**src/design/clcp_pkg.sv**
```systemverilog
// Package with the constants, codes and types of the copy/literal command parser.
package clcp_pkg;

  localparam int unsigned PageBytes = 2048;
  localparam int unsigned ByteW     = 8;
  localparam int unsigned DestW     = 11;
  localparam int unsigned SrcW      = 23;
  localparam int unsigned LenW      = 14;
  localparam int unsigned KindW     = 2;
  localparam int unsigned CntW      = 3;
  localparam int unsigned CmdDepth  = 5;
  localparam int unsigned ShortLenW = 6;
  localparam int unsigned WposW     = $clog2(PageBytes + 1);
  localparam int unsigned SumW      = ((WposW > LenW) ? WposW : LenW) + 1;

  localparam int unsigned CopyBit   = 7;
  localparam int unsigned LongBit   = 6;
  localparam int unsigned SelRamBit = 7;

  typedef enum logic [2:0] {
    PhCmd    = 3'b001,
    PhParams = 3'b010,
    PhRaw    = 3'b100
  } phase_e;

  typedef enum logic [KindW-1:0] {
    KindRaw   = 2'd0,
    KindFlash = 2'd1,
    KindRam   = 2'd2
  } kind_e;

  typedef struct packed {
    kind_e             kind;
    logic [DestW-1:0]  dest_index;
    logic [ByteW-1:0]  byte_value;
    logic [SrcW-1:0]   src_offset;
    logic [LenW-1:0]   copy_length;
    logic              overflow;
  } result_t;

endpackage

```
**src/design/clcp_in_if.sv**
```systemverilog
// Input channel interface: one stream byte or a page flush per transaction.
interface clcp_in_if;
  logic       valid;
  logic       ready;
  logic       op;
  logic [7:0] in_byte;

  modport source (output valid, output op, output in_byte, input ready);
  modport sink (input valid, input op, input in_byte, output ready);
endinterface

```
**src/design/clcp_out_if.sv**
```systemverilog
// Output channel interface: one raw byte write or one copy descriptor per transaction.
interface clcp_out_if;
  logic        valid;
  logic        ready;
  logic [1:0]  kind;
  logic [10:0] dest_index;
  logic [7:0]  byte_value;
  logic [22:0] src_offset;
  logic [13:0] copy_length;
  logic        overflow;

  modport source (
    output valid, output kind, output dest_index, output byte_value,
    output src_offset, output copy_length, output overflow, input ready
  );
  modport sink (
    input valid, input kind, input dest_index, input byte_value,
    input src_offset, input copy_length, input overflow, output ready
  );
endinterface

```
**src/design/copy_literal_command_parser_unit.sv**
```systemverilog
// Path: a transaction accepted into the input register is parsed when it advances, which loads its
// result, if it has one, into the output register, from which the sink takes it.
// Throughput: one input transaction per cycle, set by the single parse step between the
// input register and the output register; a full output register stalls only bytes with a result.
// Reset: asynchronous, active low; parsing restarts at a command byte, write position zero.
module copy_literal_command_parser_unit import clcp_pkg::*; (
  input  logic       clk_i,
  input  logic       rst_ni,
  clcp_in_if.sink    in_i,
  clcp_out_if.source out_o
);

  logic             in_valid_q;
  logic             in_op_q;
  logic [ByteW-1:0] in_byte_q;
  logic             out_valid_q;
  result_t          out_q;

  logic             res_valid;
  result_t          res;
  logic             out_free;
  logic             advance;

  assign out_free   = !out_valid_q || out_o.ready;
  assign advance    = in_valid_q && (!res_valid || out_free);
  assign in_i.ready = !in_valid_q || advance;

  clcp_parser u_parser (
    .clk_i       (clk_i),
    .rst_ni      (rst_ni),
    .step_i      (advance),
    .op_i        (in_op_q),
    .byte_i      (in_byte_q),
    .res_valid_o (res_valid),
    .res_o       (res)
  );

  always_ff @(posedge clk_i or negedge rst_ni) begin
    if (!rst_ni) begin
      in_valid_q  <= 1'b0;
      out_valid_q <= 1'b0;
    end else begin
      if (in_i.ready) begin
        in_valid_q <= in_i.valid;
      end
      if (advance && res_valid) begin
        out_valid_q <= 1'b1;
      end else if (out_o.ready) begin
        out_valid_q <= 1'b0;
      end
    end
  end

  always_ff @(posedge clk_i) begin
    if (in_i.valid && in_i.ready) begin
      in_op_q   <= in_i.op;
      in_byte_q <= in_i.in_byte;
    end
    if (advance && res_valid) begin
      out_q <= res;
    end
  end

  assign out_o.valid       = out_valid_q;
  assign out_o.kind        = out_q.kind;
  assign out_o.dest_index  = out_q.dest_index;
  assign out_o.byte_value  = out_q.byte_value;
  assign out_o.src_offset  = out_q.src_offset;
  assign out_o.copy_length = out_q.copy_length;
  assign out_o.overflow    = out_q.overflow;

endmodule

```
**src/design/clcp_parser.sv**
```systemverilog
// Parse state and next-state logic: command decode, parameter gathering and write position.
module clcp_parser import clcp_pkg::*; (
  input  logic             clk_i,
  input  logic             rst_ni,
  input  logic             step_i,
  input  logic             op_i,
  input  logic [ByteW-1:0] byte_i,
  output logic             res_valid_o,
  output result_t          res_o
);

  phase_e                 phase_q, phase_d;
  logic [ByteW-1:0]       cb_q [CmdDepth];
  logic [ByteW-1:0]       cb_n [CmdDepth];
  logic [CntW-1:0]        count_q, count_d;
  logic [CntW-1:0]        expected_q, expected_d;
  logic [LenW-1:0]        raw_count_q, raw_count_d;
  logic [WposW-1:0]       wpos_q, wpos_d;

  logic [CntW-1:0]        cnt_inc;
  logic [LenW-1:0]        raw_inc;
  logic                   is_long;
  logic [LenW-1:0]        cmd_len;
  logic [ByteW-1:0]       src_b0, src_b1, src_b2;
  logic [SumW-1:0]        wpos_sum;

  assign cnt_inc  = count_q + CntW'(1);
  assign raw_inc  = raw_count_q + LenW'(1);
  assign is_long  = cb_n[0][LongBit];
  assign cmd_len  = is_long ? {cb_n[0][ShortLenW-1:0], cb_n[1]}
                            : LenW'(cb_n[0][ShortLenW-1:0]);
  assign src_b0   = is_long ? cb_n[2] : cb_n[1];
  assign src_b1   = is_long ? cb_n[3] : cb_n[2];
  assign src_b2   = is_long ? cb_n[4] : cb_n[3];
  assign wpos_sum = SumW'(wpos_q) + SumW'(cmd_len);

  always_comb begin
    cb_n        = cb_q;
    phase_d     = phase_q;
    count_d     = count_q;
    expected_d  = expected_q;
    raw_count_d = raw_count_q;
    wpos_d      = wpos_q;
    res_valid_o = 1'b0;
    res_o       = '0;
    res_o.dest_index = wpos_q[DestW-1:0];
    if (op_i) begin
      wpos_d = '0;
    end else begin
      case (phase_q)
        PhParams: begin
          for (int i = 0; i < CmdDepth; i++) begin
            if (count_q == CntW'(i)) begin
              cb_n[i] = byte_i;
            end
          end
          count_d = cnt_inc;
          if (cnt_inc >= expected_q) begin
            if (cb_n[0][CopyBit]) begin
              res_valid_o       = 1'b1;
              res_o.kind        = src_b0[SelRamBit] ? KindRam : KindFlash;
              res_o.src_offset  = {src_b0[SelRamBit-1:0], src_b1, src_b2};
              res_o.copy_length = cmd_len;
              phase_d           = PhCmd;
              if (wpos_sum > SumW'(PageBytes)) begin
                res_o.overflow = 1'b1;
                wpos_d         = WposW'(PageBytes);
              end else begin
                wpos_d = wpos_sum[WposW-1:0];
              end
            end else begin
              phase_d     = PhRaw;
              raw_count_d = '0;
            end
          end
        end
        PhRaw: begin
          res_valid_o      = 1'b1;
          res_o.kind       = KindRaw;
          res_o.byte_value = byte_i;
          if (wpos_q >= WposW'(PageBytes)) begin
            res_o.overflow = 1'b1;
          end else begin
            wpos_d = wpos_q + WposW'(1);
          end
          raw_count_d = raw_inc;
          if (raw_inc >= cmd_len) begin
            phase_d = PhCmd;
          end
        end
        default: begin
          cb_n[0]    = byte_i;
          count_d    = CntW'(1);
          expected_d = CntW'(1) + (byte_i[CopyBit] ? CntW'(3) : CntW'(0))
                                + (byte_i[LongBit] ? CntW'(1) : CntW'(0));
          if (expected_d > CntW'(1)) begin
            phase_d = PhParams;
          end else begin
            phase_d     = PhRaw;
            raw_count_d = '0;
          end
        end
      endcase
    end
  end

  always_ff @(posedge clk_i or negedge rst_ni) begin
    if (!rst_ni) begin
      phase_q     <= PhCmd;
      count_q     <= '0;
      expected_q  <= '0;
      raw_count_q <= '0;
      wpos_q      <= '0;
    end else if (step_i) begin
      phase_q     <= phase_d;
      count_q     <= count_d;
      expected_q  <= expected_d;
      raw_count_q <= raw_count_d;
      wpos_q      <= wpos_d;
    end
  end

  always_ff @(posedge clk_i) begin
    if (step_i) begin
      cb_q <= cb_n;
    end
  end

endmodule

```
**src/flat_wrapper.sv**
```systemverilog
// flat-port wrapper written by rule: the top's interface ports become plain ports
module copy_literal_command_parser_unit_flat import clcp_pkg::*;
  (clk_i, rst_ni, in_i_valid, in_i_op, in_i_in_byte, in_i_ready, out_o_valid, out_o_kind, out_o_dest_index, out_o_byte_value, out_o_src_offset, out_o_copy_length, out_o_overflow, out_o_ready);
  clcp_in_if in_i_i ();
  clcp_out_if out_o_i ();
  input  logic clk_i;
  input  logic rst_ni;
  input wire logic [$bits(in_i_i.valid)-1:0] in_i_valid;
  input wire logic [$bits(in_i_i.op)-1:0] in_i_op;
  input wire logic [$bits(in_i_i.in_byte)-1:0] in_i_in_byte;
  output wire logic [$bits(in_i_i.ready)-1:0] in_i_ready;
  output wire logic [$bits(out_o_i.valid)-1:0] out_o_valid;
  output wire logic [$bits(out_o_i.kind)-1:0] out_o_kind;
  output wire logic [$bits(out_o_i.dest_index)-1:0] out_o_dest_index;
  output wire logic [$bits(out_o_i.byte_value)-1:0] out_o_byte_value;
  output wire logic [$bits(out_o_i.src_offset)-1:0] out_o_src_offset;
  output wire logic [$bits(out_o_i.copy_length)-1:0] out_o_copy_length;
  output wire logic [$bits(out_o_i.overflow)-1:0] out_o_overflow;
  input wire logic [$bits(out_o_i.ready)-1:0] out_o_ready;
  assign in_i_i.valid = in_i_valid;
  assign in_i_i.op = in_i_op;
  assign in_i_i.in_byte = in_i_in_byte;
  assign in_i_ready = in_i_i.ready;
  assign out_o_valid = out_o_i.valid;
  assign out_o_kind = out_o_i.kind;
  assign out_o_dest_index = out_o_i.dest_index;
  assign out_o_byte_value = out_o_i.byte_value;
  assign out_o_src_offset = out_o_i.src_offset;
  assign out_o_copy_length = out_o_i.copy_length;
  assign out_o_overflow = out_o_i.overflow;
  assign out_o_i.ready = out_o_ready;
  copy_literal_command_parser_unit u_core (.clk_i(clk_i), .rst_ni(rst_ni), .in_i(in_i_i), .out_o(out_o_i));
endmodule
```
**config.mk**
```make
export PLATFORM = sky130hd
export DESIGN_NAME = copy_literal_command_parser_unit_flat
export DESIGN_NICKNAME = d
export VERILOG_FILES = /design/src/design/clcp_pkg.sv /design/src/design/clcp_in_if.sv /design/src/design/clcp_out_if.sv /design/src/design/copy_literal_command_parser_unit.sv /design/src/design/clcp_parser.sv /design/src/flat_wrapper.sv
export SDC_FILE = /design/constraint.sdc
export NUM_CORES = 1
export LEC_CHECK = 0
export BUFFER_PORTS_ARGS = -buffer_cell sky130_fd_sc_hd__buf_4
export CORE_ASPECT_RATIO = 0.75
export CORE_MARGIN = 2
export CORE_UTILIZATION = 43
export CTS_BUF_LIST = sky130_fd_sc_hd__clkbuf_16
export DETAILED_ROUTE_END_ITERATION = 6
export PLACE_DENSITY = 0.59
export SYNTH_ARGS = -nofsm -noshare
export SYNTH_HDL_FRONTEND = slang
export SYNTH_SLANG_ARGS = --single-unit
```
**constraint.sdc**
```tcl
create_clock -name clk_i -period 9.45 [get_ports clk_i]
set_clock_uncertainty 0.15 [all_clocks]
set_input_delay 0.4725 -clock clk_i [delete_from_list [all_inputs] [get_ports clk_i]]
set_output_delay 0.4725 -clock clk_i [all_outputs]
set_load 0.02 [all_outputs]
```
==> qor.txt, run 1 <==
Initial drt markers = 391
Vias per inst = 5.41
Layout cells sized above 1 = 19.6%
Nets = 831
Post-layout util = 51.6%
P&R area growth vs syn = 18.7%
CTS Buf Count = 17
Hold Fails Final Rpt = 0
Flop-to-flop setup slack = 3260 ps
Post-route ant nets = 0
Worst hold path class = input port to flip-flop
Worst-path fanout max = 37
Peak supply drop = 0.124 mV
Drt total wl = 18.0 mm
Longest Clk Path Bufs = 2
Startpoint class of the critical path = flip-flop
Period utilization = 65.5%
Post-synth net total = 758
Worst flop-to-flop path endpoint = u_core.u_parser.wpos_q[6]$_DFFE_PN0P_
I/O pins = 74
Clock Pin Slew Worst Setup and Hold Paths = 70 ps
Dpl cells = 1000
Pwr Density = 272 nW/um2
Seq. cell area = 4170 um2
Hold endpoint = u_core.in_byte_q[1]$_DFFE_PP_
Antenna diode instance count = 0
Critical Path RT = 9640 ps
WL met3 = 1.21 mm
Syn Inst Count = 705
Design Power = 2.46 mW
TNS Setup = 0 ps
Fill cell total of the finished layout = 1576
Routed met1 length = 8.94 mm
RSZ-0062 raised after global routing = no
YS warnings = 0
Area of the core = 17500 um2
Layout Cells excl Fill = 1033
Die area = 18800 um2
Worst setup EP type = flip-flop
Worst hold path cell count = 1
DIE HEIGHT = 119 um
Grt total ovfl = 0
Setup WS post-layout = 3260 ps
Multi-input logic area = 3190 um2
Max_slew headroom = 35.9%
Most used DFF post-synth = edfxtp_1
Number of global-route vias before repair = 5223
WS Path Type = flip-flop to flip-flop
Maxcap violations = 0
First-pass DRT Iterations = 5
Fmax = 162 MHz
Async SR Flop Fraction = 25.5%
Synthesized area = 7610 um2
EDFF count, synth = 108
GRT Total Usage = 20.0%
Worst skew pair latency = 430 ps
I/O Buffers = 73
Worst-margin pin slew = 960 ps
Final slew viol count = 0
WP data arrival = 6380 ps
Clk sinks = 145
Final Cell Area = 9030 um2
Setup Fix Bufs, Post-CTS = 0
Status = complete, no violations
Hold Slack = 61.9 ps
CTS root buf = clkbuf_16
Worst-case reg-to-reg path depth = 20
# rows = 42
Sequential-to-total area share from yosys stat = 54.8%
CTS tree = done
Wire length per cell = 17.4 um
First-pass GRT wire length = 28.4 mm
DR vias = 5584
Chip width = 158 um
Placed Instance Area = 8410 um2
Static Leak = 3.74 nW
Detail Route met2 WL = 7.58 mm
Initial antenna violation count = 0
Largest net degree at the start of global routing = 59
Final min period = 6190 ps
DRC = 0
Place WS = 3340 ps
Reg2Reg Launch Point = u_core.u_parser.count_q[0]$_DFFE_PN0P_
Highest routed layer = met4
Avg Cell Area, Syn = 10.8 um2
Htree depth = 4
Final-report setup violation count = 0
Min-delay src = in_i_in_byte[1]
Initial Util = 43.5%
Synthesized flop and latch total = 145
Netlist cell types = 58
RD Place Congestion = 0.875
Hpwl dp = 12.9 mm
CTS resizes = 0
[flip-flops by register name, indices dropped and copies added (netlist names)]
name / flops
u_core.in_byte_q: 8
u_core.in_op_q: 1
u_core.in_valid_q: 1
u_core.out_o.byte_value: 8
u_core.out_o.copy_length: 14
u_core.out_o.dest_index: 11
u_core.out_o.kind: 2
u_core.out_o.overflow: 1
u_core.out_o.src_offset: 23
u_core.out_o.valid: 1
u_core.u_parser.cb_q: 40
u_core.u_parser.count_q: 3
u_core.u_parser.expected_q: 3
u_core.u_parser.phase_q: 3
u_core.u_parser.raw_count_q: 14
u_core.u_parser.wpos_q: 12
[timing repair]
action | 4_1_cts | 5_1_grt
setup endpoints to repair | 0 | 0
hold endpoints to repair | 36 | 0
hold buffers | 1 | 0
[power by group]
part           leakage [nW]  internal [mW]  switching [mW]
Combinational          1.92          0.317           0.550
Sequential             1.53          0.813          0.0849
Clock                 0.293          0.381           0.310
Total                  3.74           1.51           0.945
[metal layers]
layer,vias up,global-route usage (%)
li1,2678,-
met1,2667,31.0
met2,215,26.7
met3,24,5.20
met4,0,6.82
met5,-,0
[Yosys cell counts, types with 3 or more instances]
cell type | number | share of area (%)
nand4_1 | 3 | 0.25
mux2i_1 | 9 | 1.2
nand2b_1 | 7 | 0.58
nand3_1 | 14 | 0.92
nor2b_1 | 4 | 0.33
o31ai_1 | 6 | 0.59
a31oi_1 | 3 | 0.25
a211oi_1 | 3 | 0.30
xor2_1 | 10 | 1.2
xnor2_1 | 11 | 1.3
and3_1 | 18 | 1.5
clkbuf_1 | 19 | 0.94
or4_1 | 3 | 0.30
edfxtp_1 | 108 | 43
o21ai_1 | 10 | 0.66
a21o_1 | 8 | 0.79
or2_2 | 3 | 0.25
buf_2 | 4 | 0.26
a21oi_1 | 23 | 1.5
dfrtp_1 | 36 | 12
nor2_1 | 100 | 4.9
o21a_1 | 8 | 0.79
o21ai_0 | 46 | 3.0
inv_1 | 40 | 2.0
o21bai_1 | 4 | 0.39
and2_1 | 3 | 0.25
nand2_1 | 70 | 3.5
nor3_1 | 30 | 2.0
ha_1 | 39 | 6.4
mux2_2 | 27 | 4.0
[cell usage in the layout (no fill, tap or decap), types with 5 or more instances in the layout]
cell | synthesis | final
a21o_1 | 8 | 8
a21oi_1 | 23 | 23
and3_1 | 18 | 18
buf_4 | 1 | 79
clkbuf_16 | 0 | 17
clkinv_8 | 0 | 5
dfrtp_1 | 36 | 36
edfxtp_1 | 108 | 108
ha_1 | 39 | 39
inv_1 | 40 | 39
inv_6 | 0 | 5
mux2_2 | 27 | 27
mux2i_1 | 9 | 8
nand2_1 | 70 | 70
nand2b_1 | 7 | 7
nand3_1 | 14 | 14
nor2_1 | 100 | 100
nor3_1 | 30 | 30
o21a_1 | 8 | 8
o21ai_0 | 46 | 46
o21ai_1 | 10 | 10
o31ai_1 | 6 | 6
xnor2_1 | 11 | 11
xor2_1 | 10 | 10
[cells by family after synthesis]
| group | after synthesis | share of synthesized area [%] |
|---|---|---|
| AND/OR/NAND/NOR | 266 | 16.2 |
| flip-flops | 145 | 54.8 |
| AO/OA/AOI/OAI | 129 | 11.1 |
| buffers and inverters | 66 | 3.37 |
| adder cells (fa/ha/maj) | 42 | 6.95 |
| multiplexers | 36 | 5.18 |
| XOR/XNOR | 21 | 2.42 |
[layout make-up]
class	count	area share, %
flip-flops and latches	145	46.2
multi-input cells	494	35.3
repair buffers	80	6.68
clock buffers	17	4.71
well taps	242	3.35
clock inverters	15	2.13
inverters	40	1.66
[how the worst max path moves through the flow]
stage / startpoint / end / depth (start not counted)
floorplan: u_core.u_parser.count_q[0]$_DFFE_PN0P_ / u_core.u_parser.wpos_q[7]$_DFFE_PN0P_ / 21
CTS: u_core.u_parser.count_q[0]$_DFFE_PN0P_ / u_core.u_parser.wpos_q[7]$_DFFE_PN0P_ / 20
global route: u_core.u_parser.count_q[0]$_DFFE_PN0P_ / u_core.u_parser.wpos_q[7]$_DFFE_PN0P_ / 20
global placement: u_core.u_parser.count_q[0]$_DFFE_PN0P_ / u_core.u_parser.wpos_q[7]$_DFFE_PN0P_ / 20
detailed placement: u_core.u_parser.count_q[0]$_DFFE_PN0P_ / u_core.u_parser.wpos_q[7]$_DFFE_PN0P_ / 20
finish: u_core.u_parser.count_q[0]$_DFFE_PN0P_ / u_core.u_parser.wpos_q[6]$_DFFE_PN0P_ / 20
[worst max-delay path: stages (launching register included)]
cell	delay, ps
dfrtp_1	440
inv_1	120
ha_1	180
nor2b_1	290
o21ai_1	140
a21oi_2	490
mux2i_2	270
buf_4	360
inv_1	520
o21ai_0	560
inv_1	120
ha_1	270
nor3_1	160
o21a_1	140
nor3_1	50
maj3_2	360
xnor2_1	250
and4_1	220
a41oi_1	150
or4_1	610
o21ai_1	230
(Power assumes the default switching activity.)
==> inputs of run 2 (changes only) <==
clock period = 6.45 ns   (was 9.45 ns; I/O delays follow)
==> run 2 against run 1 <==
Against the previous run:
- via count is 0.16% lower
- die area stayed put
- routed wire length is 2.3% higher
- worst setup slack worse by 2600 ps
- first-iteration DRC count is 11% lower
- worst hold slack better by 48 ps
- critical path type unchanged
- critical endpoint is now u_core.u_parser.wpos_q[7]$_DFFE_PN0P_
- highest routed layer unchanged
==> qor.txt, run 2 (synthesis results as in run 1) <==
Status = complete, no violations
Worst-margin pin slew = 842 ps
WP data arrival = 5960 ps
Most frequent cells in the layout = 108 x edfxtp_1, 100 x nor2_1, 80 x buf_4
Initial antenna violation count = 0
Htree depth = 4
Worst skew pair latency = 430 ps
DRC = 0
Antenna diode instance count = 0
Final min period = 5770 ps
CTS tree = done
Die area = 18800 um2
Place WS = 747 ps
DR vias = 5575
Maxcap violations = 0
Peak supply drop = 0.149 mV
Clock Pin Slew Worst Setup and Hold Paths = 60 ps
Wire length per cell = 17.6 um
Grt total ovfl = 0
Most common cell after layout, fill and taps aside = edfxtp_1
CTS root buf = clkbuf_16
Clk sinks = 145
P&R area growth vs syn = 19.0%
Setup WS post-layout = 684 ps
Max FFs per register = 40
Number of global-route vias before repair = 5378
CTS resizes = 0
Hold Fails Final Rpt = 0
Hpwl dp = 13.1 mm
Fill cell total of the finished layout = 1552
Startpoint class of the critical path = flip-flop
Area of the core = 17500 um2
Seq. cell area = 4170 um2
First-pass DRT Iterations = 5
First-pass GRT wire length = 29.1 mm
Chip width = 158 um
Nets = 842
RD Place Congestion = 0.883
Worst hold path class = input port to flip-flop
Layout cells sized above 1 = 19.3%
Static Leak = 3.75 nW
Final-report setup violation count = 0
Initial drt markers = 347
Initial Util = 43.5%
Critical Path RT = 6650 ps
Vias per inst = 5.34
Period utilization = 89.4%
Hold Slack = 110 ps
Fmax = 173 MHz
I/O Buffers = 73
DIE HEIGHT = 119 um
Drt total wl = 18.4 mm
Biggest register = u_core.u_parser.cb_q
GRT Total Usage = 20.4%
I/O pins = 74
Final slew viol count = 0
Post-route ant nets = 0
Longest Clk Path Bufs = 2
WS Path Type = flip-flop to flip-flop
Pwr Density = 387 nW/um2
CTS Buf Count = 17
RSZ-0062 raised after global routing = no
TNS Setup = 0 ps
Largest net degree at the start of global routing = 43
Worst setup EP type = flip-flop
Multi-input logic area = 3190 um2
# rows = 42
Max_slew headroom = 43.8%
Worst-path fanout max = 14
[run 2: final timing paths]
check                                                            startpoint                                           to  slack (ps)  cells after the start
worst max-delay path                 u_core.u_parser.count_q[0]$_DFFE_PN0P_        u_core.u_parser.wpos_q[7]$_DFFE_PN0P_         680                     20
worst max register to register       u_core.u_parser.count_q[0]$_DFFE_PN0P_        u_core.u_parser.wpos_q[7]$_DFFE_PN0P_         680                     20
worst min-delay path                                            out_o_ready               u_core.out_o.valid$_DFFE_PN0P_         110                      3
min in group asynchronous                                            rst_ni   u_core.u_parser.raw_count_q[8]$_DFFE_PN0P_         250                      2
worst min register to register  u_core.u_parser.raw_count_q[13]$_DFFE_PN0P_  u_core.u_parser.raw_count_q[13]$_DFFE_PN0P_         360                      2
max in group asynchronous                                            rst_ni       u_core.u_parser.phase_q[0]$_DFFE_PN1P_        5500                      2
[run 2: critical path, cell delays in order (launching register included)]
cell and delay (ps):
dfrtp_1 440, inv_1 110, ha_1 190, nor2b_1 280, o21ai_1 130, a21oi_2 140
buf_4 200, mux2i_2 610, a21oi_1 290, ha_1 300, inv_1 80, fa_1 200
nor2b_1 80, o31ai_1 380, a21oi_1 190, maj3_1 410, a21oi_1 240, xor2_1 250
a41oi_1 190, or4_1 600, o221ai_2 210
[run 2: final cells by class]
type	instances	area share [%]
Sequential cell	145	46.0
Multi-Input combinational cell	494	35.2
Timing Repair Buffer	91	7.85
Clock buffer	17	4.70
Tap cell	242	3.34
Inverter	40	1.66
Clock inverter	15	1.22
[run 2: repair_timing]
| action | 4_1_cts | 5_1_grt |
|---|---|---|
| hold buffers | 11 | 0 |
| endpoints found under the hold margin | 46 | 0 |
| buffers inserted | 0 | 0 |
[run 2: routing by layer]
layer	track usage [%]	wire length, um
met5	0	0
met2	28.6	7910
met4	6.42	208
met3	3.60	829
met1	31.7	9450
[run 2: metrics by stage]
step | cell area (um2) | utilization (%) | power [mW] | std cells
after global placement | 8410 | 48.1 | 2.58 | 1001
after floorplan | 7610 | - | 2.21 | 705
after detailed placement | 8410 | 48.1 | 2.60 | 1001
after CTS | 9060 | 51.8 | 3.52 | 1044
final | 9060 | 51.8 | 3.51 | 1044
after global routing | 9060 | 51.8 | 3.72 | 1044
[run 2: power breakdown]
part	total, mW	internal (mW)	leakage [nW]	switching (mW)
clock	0.905	0.494	0.260	0.410
combinational	1.28	0.467	1.97	0.808
sequential	1.33	1.19	1.53	0.137
